File: config.mk
export PLATFORM = sky130hd
export DESIGN_NAME = port_bitmap_rule_clustering_unit
export DESIGN_NICKNAME = d
export VERILOG_FILES = /design/src/rtl/prbc_pkg.sv /design/src/rtl/prbc_ram.sv /design/src/rtl/prbc_ctrl.sv /design/src/rtl/prbc_dp.sv /design/src/rtl/port_bitmap_rule_clustering_unit.sv
export SDC_FILE = /design/constraint.sdc
export NUM_CORES = 2
export LEC_CHECK = 0
export BUFFER_PORTS_ARGS = -buffer_cell sky130_fd_sc_hd__buf_2
export CELL_PAD_IN_SITES_DETAIL_PLACEMENT = 1
export CELL_PAD_IN_SITES_GLOBAL_PLACEMENT = 1
export CORE_AREA = 2 2 359 361
export CTS_CLUSTER_DIAMETER = 80
export CTS_CLUSTER_SIZE = 30
export DETAILED_ROUTE_END_ITERATION = 6
export DIE_AREA = 0 0 361 363
export PLACE_DENSITY_LB_ADDON = 0.15
export SYNTH_ARGS = -nofsm -noshare
export SYNTH_HDL_FRONTEND = slang
export SYNTH_HIERARCHICAL = 1
export SYNTH_SLANG_ARGS = --single-unit
File: constraint.sdc
create_clock -name clk_i -period 11.05 [get_ports clk_i]
set_input_delay 0 -clock clk_i [delete_from_list [all_inputs] [get_ports clk_i]]
set_output_delay 0 -clock clk_i [all_outputs]
set_load 0.01 [all_outputs]
File: src/rtl/prbc_pkg.sv
// shared types and constants of the port bitmap rule clustering unit
// used by the controller, the datapath and the top level
package prbc_pkg;

  localparam int MAX_CLUSTER = 32;
  localparam int CFG_IDX_W = 2;
  localparam int CFG_DATA_W = 6;

  localparam logic [CFG_IDX_W-1:0] REG_REDUNDANCY_LIMIT = 2'd0;
  localparam logic [CFG_IDX_W-1:0] REG_MAX_RULES = 2'd1;
  localparam logic [CFG_IDX_W-1:0] REG_MAX_GROUP = 2'd2;

  typedef enum logic [3:0] {
    CMD_NONE,
    CMD_LOAD,
    CMD_START,
    CMD_ITER,
    CMD_SCAN,
    CMD_NEXT_REF,
    CMD_HIT,
    CMD_GREEDY_INIT,
    CMD_TAKE,
    CMD_EMIT,
    CMD_REJECT,
    CMD_EMIT_DFLT
  } cmd_e;

  typedef enum logic [2:0] {
    SCAN_REF,
    SCAN_MATCH,
    SCAN_MIN,
    SCAN_CHECK,
    SCAN_DFLT
  } scan_e;

  typedef struct packed {
    cmd_e  cmd;
    scan_e scan;
  } ctrl_t;

  typedef struct packed {
    logic stop;
    logic ref_free;
    logic ref_last;
    logic match_hit;
    logic greedy_done;
    logic fail;
    logic scan_done;
    logic out_free;
  } status_t;

endpackage

File: src/rtl/prbc_ram.sv
// generic single write, single read ram with registered read data
// no dependencies
module prbc_ram #(
  parameter int WIDTH = 32,
  parameter int DEPTH = 32
) (
  input  logic                     clk_i,
  input  logic                     we_i,
  input  logic [$clog2(DEPTH)-1:0] waddr_i,
  input  logic [WIDTH-1:0]         wdata_i,
  input  logic                     re_i,
  input  logic [$clog2(DEPTH)-1:0] raddr_i,
  output logic [WIDTH-1:0]         rdata_o
);

  logic [WIDTH-1:0] mem_q [DEPTH];
  logic [WIDTH-1:0] rdata_q;

  always_ff @(posedge clk_i) begin
    if (we_i) begin
      mem_q[waddr_i] <= wdata_i;
    end
    if (re_i) begin
      rdata_q <= mem_q[raddr_i];
    end
  end

  assign rdata_o = rdata_q;

endmodule

File: src/rtl/prbc_ctrl.sv
// sequencer of the clustering unit: load, exact match search, greedy pick,
// check, emit and default rule; depends on prbc_pkg
module prbc_ctrl
  import prbc_pkg::*;
(
  input  logic    clk_i,
  input  logic    rst_ni,
  input  logic    in_valid_i,
  input  logic    last_node_i,
  output logic    in_stall_o,
  input  status_t status_i,
  output ctrl_t   ctrl_o
);

  typedef enum logic [3:0] {
    S_IDLE,
    S_START,
    S_ITER,
    S_REF_CHK,
    S_REF_WAIT,
    S_MATCH_WAIT,
    S_MATCH_END,
    S_GREEDY_RND,
    S_MIN_WAIT,
    S_TAKE,
    S_CHECK_GO,
    S_CHECK_WAIT,
    S_DECIDE,
    S_EMIT,
    S_DFLT_WAIT,
    S_EMIT_DFLT
  } state_e;

  state_e state_q, state_d;

  always_comb begin
    state_d = state_q;
    ctrl_o.cmd = CMD_NONE;
    ctrl_o.scan = SCAN_REF;
    unique case (state_q)
      S_IDLE: begin
        if (in_valid_i) begin
          ctrl_o.cmd = CMD_LOAD;
          if (last_node_i) state_d = S_START;
        end
      end
      S_START: begin
        ctrl_o.cmd = CMD_START;
        state_d = S_ITER;
      end
      S_ITER: begin
        if (status_i.stop) begin
          ctrl_o.cmd = CMD_SCAN;
          ctrl_o.scan = SCAN_DFLT;
          state_d = S_DFLT_WAIT;
        end else begin
          ctrl_o.cmd = CMD_ITER;
          state_d = S_REF_CHK;
        end
      end
      S_REF_CHK: begin
        if (status_i.ref_free) begin
          ctrl_o.cmd = CMD_SCAN;
          ctrl_o.scan = SCAN_REF;
          state_d = S_REF_WAIT;
        end else if (status_i.ref_last) begin
          ctrl_o.cmd = CMD_GREEDY_INIT;
          state_d = S_GREEDY_RND;
        end else begin
          ctrl_o.cmd = CMD_NEXT_REF;
        end
      end
      S_REF_WAIT: begin
        if (status_i.scan_done) begin
          ctrl_o.cmd = CMD_SCAN;
          ctrl_o.scan = SCAN_MATCH;
          state_d = S_MATCH_WAIT;
        end
      end
      S_MATCH_WAIT: begin
        if (status_i.scan_done) state_d = S_MATCH_END;
      end
      S_MATCH_END: begin
        if (status_i.match_hit) begin
          ctrl_o.cmd = CMD_HIT;
          state_d = S_CHECK_GO;
        end else if (status_i.ref_last) begin
          ctrl_o.cmd = CMD_GREEDY_INIT;
          state_d = S_GREEDY_RND;
        end else begin
          ctrl_o.cmd = CMD_NEXT_REF;
          state_d = S_REF_CHK;
        end
      end
      S_GREEDY_RND: begin
        if (status_i.greedy_done) begin
          state_d = S_CHECK_GO;
        end else begin
          ctrl_o.cmd = CMD_SCAN;
          ctrl_o.scan = SCAN_MIN;
          state_d = S_MIN_WAIT;
        end
      end
      S_MIN_WAIT: begin
        if (status_i.scan_done) state_d = S_TAKE;
      end
      S_TAKE: begin
        ctrl_o.cmd = CMD_TAKE;
        state_d = S_GREEDY_RND;
      end
      S_CHECK_GO: begin
        ctrl_o.cmd = CMD_SCAN;
        ctrl_o.scan = SCAN_CHECK;
        state_d = S_CHECK_WAIT;
      end
      S_CHECK_WAIT: begin
        if (status_i.scan_done) state_d = S_DECIDE;
      end
      S_DECIDE: begin
        if (status_i.fail) begin
          ctrl_o.cmd = CMD_REJECT;
          state_d = S_ITER;
        end else begin
          state_d = S_EMIT;
        end
      end
      S_EMIT: begin
        if (status_i.out_free) begin
          ctrl_o.cmd = CMD_EMIT;
          state_d = S_ITER;
        end
      end
      S_DFLT_WAIT: begin
        if (status_i.scan_done) state_d = S_EMIT_DFLT;
      end
      S_EMIT_DFLT: begin
        if (status_i.out_free) begin
          ctrl_o.cmd = CMD_EMIT_DFLT;
          state_d = S_IDLE;
        end
      end
      default: state_d = S_IDLE;
    endcase
  end

  always_ff @(posedge clk_i or negedge rst_ni) begin
    if (!rst_ni) begin
      state_q <= S_IDLE;
    end else begin
      state_q <= state_d;
    end
  end

  assign in_stall_o = (state_q != S_IDLE);

endmodule

File: src/rtl/prbc_dp.sv
// datapath of the clustering unit: bitmap store, store scanner, group,
// union and output registers; depends on prbc_pkg and prbc_ram
module prbc_dp
  import prbc_pkg::*;
#(
  parameter int MAX_NODES = 32,
  parameter int PORT_BITS = 32
) (
  input  logic                  clk_i,
  input  logic                  rst_ni,
  input  ctrl_t                 ctrl_i,
  output status_t               status_o,
  input  logic [31:0]           port_bitmap_i,
  input  logic                  cfg_we_i,
  input  logic [CFG_IDX_W-1:0]  cfg_idx_i,
  input  logic [CFG_DATA_W-1:0] cfg_data_i,
  output logic                  out_valid_o,
  input  logic                  out_stall_i,
  output logic [5:0]            rule_index_o,
  output logic [31:0]           rule_bitmap_o,
  output logic [31:0]           member_slots_o,
  output logic                  default_rule_o,
  output logic                  last_rule_o
);

  localparam int IW = $clog2(MAX_NODES);
  localparam int NW = $clog2(MAX_NODES + 1);
  localparam int PCW = $clog2(PORT_BITS + 1);
  localparam int WB = (PORT_BITS > 32) ? PORT_BITS : 32;
  localparam int WM = (MAX_NODES > 32) ? MAX_NODES : 32;

  logic [5:0] limit_q, max_rules_q, max_group_q;
  logic [NW-1:0] node_cnt_q, remain_q;
  logic [MAX_NODES-1:0] assigned_q, members_q, gpool_q, valid_mask, pool;
  logic [5:0] rules_q, k_q, cnt_q, t_q;
  logic [IW-1:0] ref_idx_q, rd_idx_q, proc_idx_q;
  logic [PORT_BITS-1:0] ref_bm_q, union_q, best_val_q, dflt_bm_q, rdata, in_bm, v;
  logic [IW-1:0] best_idx_q;
  logic best_found_q, nofound_q, fail_q;
  logic rd_act_q, proc_vld_q, proc_last_q;
  scan_e mode_q;
  logic out_vld_q, out_dflt_q;
  logic [5:0] out_idx_q;
  logic [PORT_BITS-1:0] out_bm_q;
  logic [MAX_NODES-1:0] out_mem_q;
  logic [WB-1:0] in_ext, out_bm_ext;
  logic [WM-1:0] out_mem_ext;
  logic store_we, out_free;
  logic [PCW-1:0] ham_dist;

  function automatic logic [PCW-1:0] pop(input logic [PORT_BITS-1:0] x);
    logic [PCW-1:0] c;
    c = '0;
    for (int i = 0; i < PORT_BITS; i++) c = c + PCW'(x[i]);
    return c;
  endfunction

  assign in_ext = WB'(port_bitmap_i);
  assign in_bm = in_ext[PORT_BITS-1:0];
  assign store_we = (ctrl_i.cmd == CMD_LOAD) && (node_cnt_q < NW'(MAX_NODES));

  prbc_ram #(.WIDTH(PORT_BITS), .DEPTH(MAX_NODES)) u_store (
    .clk_i  (clk_i),
    .we_i   (store_we),
    .waddr_i(node_cnt_q[IW-1:0]),
    .wdata_i(in_bm),
    .re_i   (rd_act_q),
    .raddr_i(rd_idx_q),
    .rdata_o(rdata)
  );

  always_comb begin
    for (int j = 0; j < MAX_NODES; j++) valid_mask[j] = (NW'(j) < node_cnt_q);
  end
  assign pool = valid_mask & ~assigned_q;
  assign v = rdata | union_q;
  assign ham_dist = pop(rdata ^ union_q);
  assign out_free = !out_vld_q || !out_stall_i;

  assign status_o.stop = (rules_q >= max_rules_q) || (rules_q >= 6'(MAX_CLUSTER)) ||
                         (remain_q == '0);
  assign status_o.ref_free = pool[ref_idx_q];
  assign status_o.ref_last = (ref_idx_q == IW'(MAX_NODES - 1));
  assign status_o.match_hit = (cnt_q == k_q);
  assign status_o.greedy_done = (t_q == k_q) || nofound_q;
  assign status_o.fail = fail_q;
  assign status_o.scan_done = proc_vld_q && proc_last_q;
  assign status_o.out_free = out_free;

  always_ff @(posedge clk_i or negedge rst_ni) begin
    if (!rst_ni) begin
      limit_q <= 6'd2;
      max_rules_q <= 6'd32;
      max_group_q <= 6'd32;
      node_cnt_q <= '0;
      assigned_q <= '0;
      rules_q <= '0;
      k_q <= '0;
      remain_q <= '0;
      rd_act_q <= 1'b0;
      proc_vld_q <= 1'b0;
      out_vld_q <= 1'b0;
    end else begin
      if (cfg_we_i) begin
        unique case (cfg_idx_i)
          REG_REDUNDANCY_LIMIT: limit_q <= cfg_data_i;
          REG_MAX_RULES: max_rules_q <= cfg_data_i;
          REG_MAX_GROUP: max_group_q <= cfg_data_i;
          default: ;
        endcase
      end
      if (rd_act_q) begin
        rd_idx_q <= rd_idx_q + IW'(1);
        if (rd_idx_q == IW'(MAX_NODES - 1)) rd_act_q <= 1'b0;
      end
      proc_vld_q <= rd_act_q;
      proc_idx_q <= rd_idx_q;
      proc_last_q <= (rd_idx_q == IW'(MAX_NODES - 1));
      if (!out_stall_i && ctrl_i.cmd != CMD_EMIT && ctrl_i.cmd != CMD_EMIT_DFLT) begin
        out_vld_q <= 1'b0;
      end

      if (proc_vld_q) begin
        unique case (mode_q)
          SCAN_REF: if (proc_idx_q == ref_idx_q) ref_bm_q <= rdata;
          SCAN_MATCH: begin
            if (pool[proc_idx_q] && (rdata == ref_bm_q) && (cnt_q < k_q)) begin
              members_q[proc_idx_q] <= 1'b1;
              cnt_q <= cnt_q + 6'd1;
            end
          end
          SCAN_MIN: begin
            if (gpool_q[proc_idx_q] && (!best_found_q || (v < best_val_q))) begin
              best_found_q <= 1'b1;
              best_idx_q <= proc_idx_q;
              best_val_q <= v;
            end
          end
          SCAN_CHECK: begin
            if (members_q[proc_idx_q] && ({2'b0, ham_dist} > {2'b0, limit_q})) fail_q <= 1'b1;
          end
          SCAN_DFLT: if (pool[proc_idx_q]) dflt_bm_q <= dflt_bm_q | rdata;
          default: ;
        endcase
      end

      unique case (ctrl_i.cmd)
        CMD_LOAD: if (store_we) node_cnt_q <= node_cnt_q + NW'(1);
        CMD_START: begin
          assigned_q <= '0;
          rules_q <= '0;
          k_q <= (max_group_q == '0) ? 6'd1 : max_group_q;
          remain_q <= node_cnt_q;
        end
        CMD_ITER: begin
          if ({2'b0, k_q} > 8'(remain_q)) k_q <= 6'(remain_q);
          else if (k_q == '0) k_q <= 6'd1;
          ref_idx_q <= '0;
        end
        CMD_SCAN: begin
          rd_act_q <= 1'b1;
          rd_idx_q <= '0;
          mode_q <= ctrl_i.scan;
          unique case (ctrl_i.scan)
            SCAN_MATCH: begin
              members_q <= '0;
              cnt_q <= '0;
            end
            SCAN_MIN: best_found_q <= 1'b0;
            SCAN_CHECK: fail_q <= 1'b0;
            SCAN_DFLT: dflt_bm_q <= '0;
            default: ;
          endcase
        end
        CMD_NEXT_REF: ref_idx_q <= ref_idx_q + IW'(1);
        CMD_HIT: union_q <= ref_bm_q;
        CMD_GREEDY_INIT: begin
          gpool_q <= pool;
          members_q <= '0;
          union_q <= '0;
          t_q <= '0;
          nofound_q <= 1'b0;
        end
        CMD_TAKE: begin
          if (best_found_q) begin
            gpool_q[best_idx_q] <= 1'b0;
            members_q[best_idx_q] <= 1'b1;
            union_q <= best_val_q;
            t_q <= t_q + 6'd1;
          end else begin
            nofound_q <= 1'b1;
          end
        end
        CMD_EMIT: begin
          out_vld_q <= 1'b1;
          out_idx_q <= rules_q;
          out_bm_q <= union_q;
          out_mem_q <= members_q;
          out_dflt_q <= 1'b0;
          assigned_q <= assigned_q | members_q;
          rules_q <= rules_q + 6'd1;
          remain_q <= remain_q - NW'(k_q);
        end
        CMD_REJECT: k_q <= k_q - 6'd1;
        CMD_EMIT_DFLT: begin
          out_vld_q <= 1'b1;
          out_idx_q <= rules_q;
          out_bm_q <= dflt_bm_q;
          out_mem_q <= pool;
          out_dflt_q <= 1'b1;
          node_cnt_q <= '0;
          assigned_q <= '0;
          remain_q <= '0;
        end
        default: ;
      endcase
    end
  end

  assign out_bm_ext = WB'(out_bm_q);
  assign out_mem_ext = WM'(out_mem_q);
  assign out_valid_o = out_vld_q;
  assign rule_index_o = out_idx_q;
  assign rule_bitmap_o = out_bm_ext[31:0];
  assign member_slots_o = out_mem_ext[31:0];
  assign default_rule_o = out_dflt_q;
  assign last_rule_o = out_dflt_q;

`ifndef SYNTHESIS
  a_scan_idle: assert property (@(posedge clk_i) disable iff (!rst_ni)
    (ctrl_i.cmd == CMD_SCAN) |-> !rd_act_q)
    else $error("scan started while store reads still pending");
  a_emit_free: assert property (@(posedge clk_i) disable iff (!rst_ni)
    (ctrl_i.cmd == CMD_EMIT || ctrl_i.cmd == CMD_EMIT_DFLT) |-> !(out_vld_q && out_stall_i))
    else $error("result overwritten while stalled");
  a_assigned_valid: assert property (@(posedge clk_i) disable iff (!rst_ni)
    (assigned_q & ~valid_mask) == '0)
    else $error("assigned node outside loaded set");
  a_remain_bound: assert property (@(posedge clk_i) disable iff (!rst_ni)
    remain_q <= node_cnt_q)
    else $error("remaining count above node count");
`endif

endmodule

File: src/rtl/port_bitmap_rule_clustering_unit.sv
// top level of the port bitmap rule clustering unit
// depends on prbc_pkg, prbc_ctrl and prbc_dp
//
//  channel | handshake               | payload
//  input   | in_valid_i / in_stall_o   | port_bitmap_i, last_node_i
//  output  | out_valid_o / out_stall_i | rule_index_o, rule_bitmap_o, member_slots_o,
//          |                           | default_rule_o, last_rule_o
//  config  | cfg_we_i                  | cfg_idx_i, cfg_data_i
//
// loading takes one word per cycle while no run is active
// a run walks the store once per scan through one read port:
// exact search costs up to 2 walks per free node, the greedy pick one walk
// per member, the check and the default rule one walk each
// a result waits in the output register; the run holds while it is stalled
// reset leaves the store undefined and clears the node, rule and remaining counts and the assigned mask
module port_bitmap_rule_clustering_unit
  import prbc_pkg::*;
#(
  parameter int MAX_NODES = 32,
  parameter int PORT_BITS = 32
) (
  input  logic                  clk_i,
  input  logic                  rst_ni,
  input  logic                  in_valid_i,
  output logic                  in_stall_o,
  input  logic [31:0]           port_bitmap_i,
  input  logic                  last_node_i,
  output logic                  out_valid_o,
  input  logic                  out_stall_i,
  output logic [5:0]            rule_index_o,
  output logic [31:0]           rule_bitmap_o,
  output logic [31:0]           member_slots_o,
  output logic                  default_rule_o,
  output logic                  last_rule_o,
  input  logic                  cfg_we_i,
  input  logic [CFG_IDX_W-1:0]  cfg_idx_i,
  input  logic [CFG_DATA_W-1:0] cfg_data_i
);

  ctrl_t   ctrl;
  status_t status;

  prbc_ctrl u_ctrl (
    .clk_i      (clk_i),
    .rst_ni     (rst_ni),
    .in_valid_i (in_valid_i),
    .last_node_i(last_node_i),
    .in_stall_o (in_stall_o),
    .status_i   (status),
    .ctrl_o     (ctrl)
  );

  prbc_dp #(.MAX_NODES(MAX_NODES), .PORT_BITS(PORT_BITS)) u_dp (
    .clk_i         (clk_i),
    .rst_ni        (rst_ni),
    .ctrl_i        (ctrl),
    .status_o      (status),
    .port_bitmap_i (port_bitmap_i),
    .cfg_we_i      (cfg_we_i),
    .cfg_idx_i     (cfg_idx_i),
    .cfg_data_i    (cfg_data_i),
    .out_valid_o   (out_valid_o),
    .out_stall_i   (out_stall_i),
    .rule_index_o  (rule_index_o),
    .rule_bitmap_o (rule_bitmap_o),
    .member_slots_o(member_slots_o),
    .default_rule_o(default_rule_o),
    .last_rule_o   (last_rule_o)
  );

endmodule
==> summary.md <==
| Metric | Value |
|---|---|
| Status | `completed` |
| Die width | `361 um` |
| Buffers & Inverters on Critical Path | `1` |
| Crit-path cells | `inv_1 -> ha_1 -> nand2b_1 -> o21ai_0 -> nand2b_1 -> mux4_2 -> mux4_2 -> mux2i_1 -> nand2b_1 -> a21oi_1 -> a31oi_1 -> o221ai_1 -> nor2b_1 -> and3_1 -> nand3b_1 -> nor2_4` |
| Share of the yosys chip area belonging to registers | `0.689` |
| CP top delay family | `simple AND/OR/NAND/NOR gates` |
| Aggregate global routing overflow | `0` |
| Worst min path class | `input pin to asynchronous set/reset pin` |
| Global Route Usage Sum | `0.260` |
| P_int | `13.2 mW` |
| Distinct cell type count after synthesis | `85` |
| Switch Pwr | `9.54 mW` |
| CTS Buf Count | `77` |
| Worst Max-Slew Pin Slew | `1280 ps` |
| Synth area leaders | `edfxtp_1 (66%), mux2i_1 (8.5%), dfrtp_1 (3.1%), ha_1 (2.2%), nand2_1 (1.6%)` |
| Slew margin rel. | `0.142` |
| Max-Cap Viols | `0` |
| PD cells | `337 nW/um^2` |
| Sequential power share | `0.312` |
| Clk pwr share | `0.153` |
| Gate Count Post-Synth | `4209` |
| Clk Latency, worst-skew pair | `730 ps` |
| Clk buf depth | `3` |
| Top Ports | `120` |
| P_leak | `24.1 nW` |
| Total setup buffers inserted after CTS | `0` |
| Syn_nets | `4387` |
| CP peak stage delay | `1260 ps` |
| CTS tree | `yes` |
| First-pass GRT wire length | `254 mm` |
| ANT nets after route | `0` |
| CTS sink count | `1439` |
| Vias per inst | `6.12` |
| Worst VDD drop | `0.00111 V` |
| Placer Congestion | `0.902` |
| Final core occ | `0.533` |
| Commonest cells in the synthesized netlist | `edfxtp_1 (1358), mux2i_1 (530), nand2_1 (257)` |
| Min Hold Slack | `48.9 ps` |
| Net Sw Frac | `0.419` |
| Final count of pins violating max slew | `0` |
| Fraction of layout cells with a size suffix above 1 | `0.102` |
| # port buffers | `119` |
| Die Y | `363 um` |
| Row Count | `131` |
| DRT iter0 DRCs | `3682` |
| Wire per inst | `28.4 um` |
| Final HPWL DP | `107 mm` |
| TritonRoute pass-1 iters | `5` |
| Starting Density | `0.489` |
| R2R setup slack | `3440 ps` |
| Worst r2r dst | `u_dp/u_store/mem_q[25][27]$_DFFE_PP_` |
| Total power | `22.8 mW` |
| CP max FO | `32` |
| Synth top area share | `0.657` |
| # DRC | `0` |
| Routed wire length | `170 mm` |
| CTS root buffer | `clkbuf_16` |
| Clk slew on worst S/H paths | `100 ps` |
| Minimum clock period | `7610 ps` |
| Core area | `127000 sq um` |
| Vias | `36800` |
| Vias in the first global route | `38000` |
| Synthesized cell area | `62100 sq um` |
| Setup-failing EPs final | `0` |
| CP required | `11390 ps` |
| H-tree levels | `3` |
| Antenna violations before repair | `10` |
| Crit Path Class | `register to register` |
| FFs w/ async S/R, synth | `0.0563` |
| Resized Gates After CTS | `0` |
| Max frequency | `131 MHz` |
| Critical Path Start Type | `register` |
| RSZ-0062 raised after global routing | `no` |
| Slowest-stage cell, CP | `nor2_4` |
| Most Frequent Cell on Critical Path | `nand2b_1` |
| Die area | `131000 sq um` |
| Mean Syn Cell Area | `14.8 sq um` |
| Worst R2R Path Depth | `16` |
| #FFs+latches synth | `1439` |
| Count leader, synth | `edfxtp_1` |
| Arrival time worst endpoint | `7950 ps` |
| RR Startpoint | `u_dp/node_cnt_q[1]$_DFFE_PN0P_` |
| Period utilization | `0.689` |
| Worst Skew | `49.6 ps` |
| Top FF cell, synth | `edfxtp_1` |
| Post-synth EDFFs | `1358` |
| Setup tns final | `0 ps` |
| Combinational Power Share | `0.535` |
| Final Hold Fails | `0` |
| Area Overhead vs Synth | `9.05%` |
| Yosys top cell by area | `edfxtp_1` |
| Final nets | `4468` |
| Pin count of the biggest net entering global routing | `118` |
| CP Capture Type | `register` |
| Yosys warning total | `6` |
## cells by family (layout without fill, tap and decap cells)
kind of cell               after synthesis  after routing  share of synthesized area
other                                    0              2                          0
buffers and inverters                  443            581                     0.0325
DFF                                   1439           1439                      0.689
muxes                                  571            571                     0.0978
adders and majority gates              132            132                     0.0296
AOI/OAI and AO/OA                      782            782                     0.0823
and+or+nand+nor                        778            778                     0.0593
xor gates and xnor gates                64             64                    0.00903
## metal layers
layer / vias up / GRT usage / routed length, um
li1: 16200 / - / -
met1: 19300 / 0.362 / 73400
met2: 1086 / 0.435 / 83700
met3: 231 / 0.0336 / 9090
met4: 6 / 0.0658 / 4170
met5: - / 0 / 47
## power groups by stage
stage	Sequential (mW)	Clock (mW)	Combinational (mW)
after floorplan	6.96	0	9.02
after global placement	7.19	0	11.8
after detailed placement	7.21	0	12.2
after CTS	7.09	3.56	12.3
after global routing	7.16	3.73	13.6
final	7.10	3.48	12.2
## area by class of cell
cell class	count	area (sq um)
Sequential cell	1439	42800
Multi-Input combinational cell	2327	17600
Fill cell	12100	59300
Inverter	209	787
Tap cell	1662	2080
Clock inverter	53	771
Clock buffer	83	1990
Timing Repair Buffer	236	1660
Antenna cell	2	5.00
## worst min-delay path: cells and delay by family
family | cells | cell delay (ps)
buffers and inverters | 3 | 1180
## through the flow
stage | area, sq um | instances | setup slack, ps
finish | 67700 | 6011 | 3440
global route | 67700 | 6009 | 2940
CTS | 67700 | 6009 | 3530
detailed placement | 64400 | 5817 | 3530
global placement | 64400 | 5817 | 3650
floorplan | 62100 | 4209 | 3870
## layout by cell type, fill, tap and decap left out, types with 77 or more instances in the layout
| cell | Yosys | final |
|---|---|---|
| o21ai_0 | 181 | 181 |
| inv_1 | 205 | 204 |
| nand2_1 | 257 | 255 |
| clkbuf_16 | 0 | 79 |
| a22oi_1 | 120 | 120 |
| dfrtp_1 | 78 | 77 |
| a21oi_1 | 176 | 176 |
| edfxtp_1 | 1358 | 1358 |
| buf_2 | 55 | 118 |
| nand3_1 | 118 | 117 |
| mux2i_1 | 530 | 530 |
| nor2_1 | 184 | 148 |
| ha_1 | 107 | 107 |
## worst max-delay path by stage
stage / startpoint / end / slack, ps / cells past startpoint
6_report: u_dp/node_cnt_q[1]$_DFFE_PN0P_ / u_dp/u_store/mem_q[25][27]$_DFFE_PP_ / 3440 / 16
3_3_place_gp: u_dp/node_cnt_q[1]$_DFFE_PN0P_ / u_dp/u_store/mem_q[6][12]$_DFFE_PP_ / 3650 / 16
3_5_place_dp: u_dp/node_cnt_q[1]$_DFFE_PN0P_ / u_dp/u_store/mem_q[10][18]$_DFFE_PP_ / 3530 / 16
4_1_cts: u_dp/node_cnt_q[1]$_DFFE_PN0P_ / u_dp/u_store/mem_q[6][7]$_DFFE_PP_ / 3530 / 16
5_1_grt: u_dp/node_cnt_q[1]$_DFFE_PN0P_ / u_dp/u_store/mem_q[10][11]$_DFFE_PP_ / 2940 / 16
2_1_floorplan: u_dp/node_cnt_q[1]$_DFFE_PN0P_ / u_dp/gpool_q[0]$_DFFE_PP_ / 3870 / 18
## registers in the layout (all words and copies together), names as in the netlist, 32 cells and up
name	count
u_dp/members_q	32
u_dp/dflt_bm_q	32
u_dp/u_store/mem_q	1024
u_dp/member_slots_o	32
u_dp/assigned_q	32
u_dp/ref_bm_q	32
u_dp/union_q	32
u_dp/gpool_q	32
u_dp/rule_bitmap_o	32
u_dp/u_store/rdata_o	32
u_dp/best_val_q	32
## what timing repair did
| item | CTS | global route |
|---|---|---|
| setup endpoints to repair | 0 | 0 |
| hold endpoints to repair | 1142 | 0 |
| hold buffers | 56 | 0 |
No activity file was read; power rests on OpenSTA's default activity.
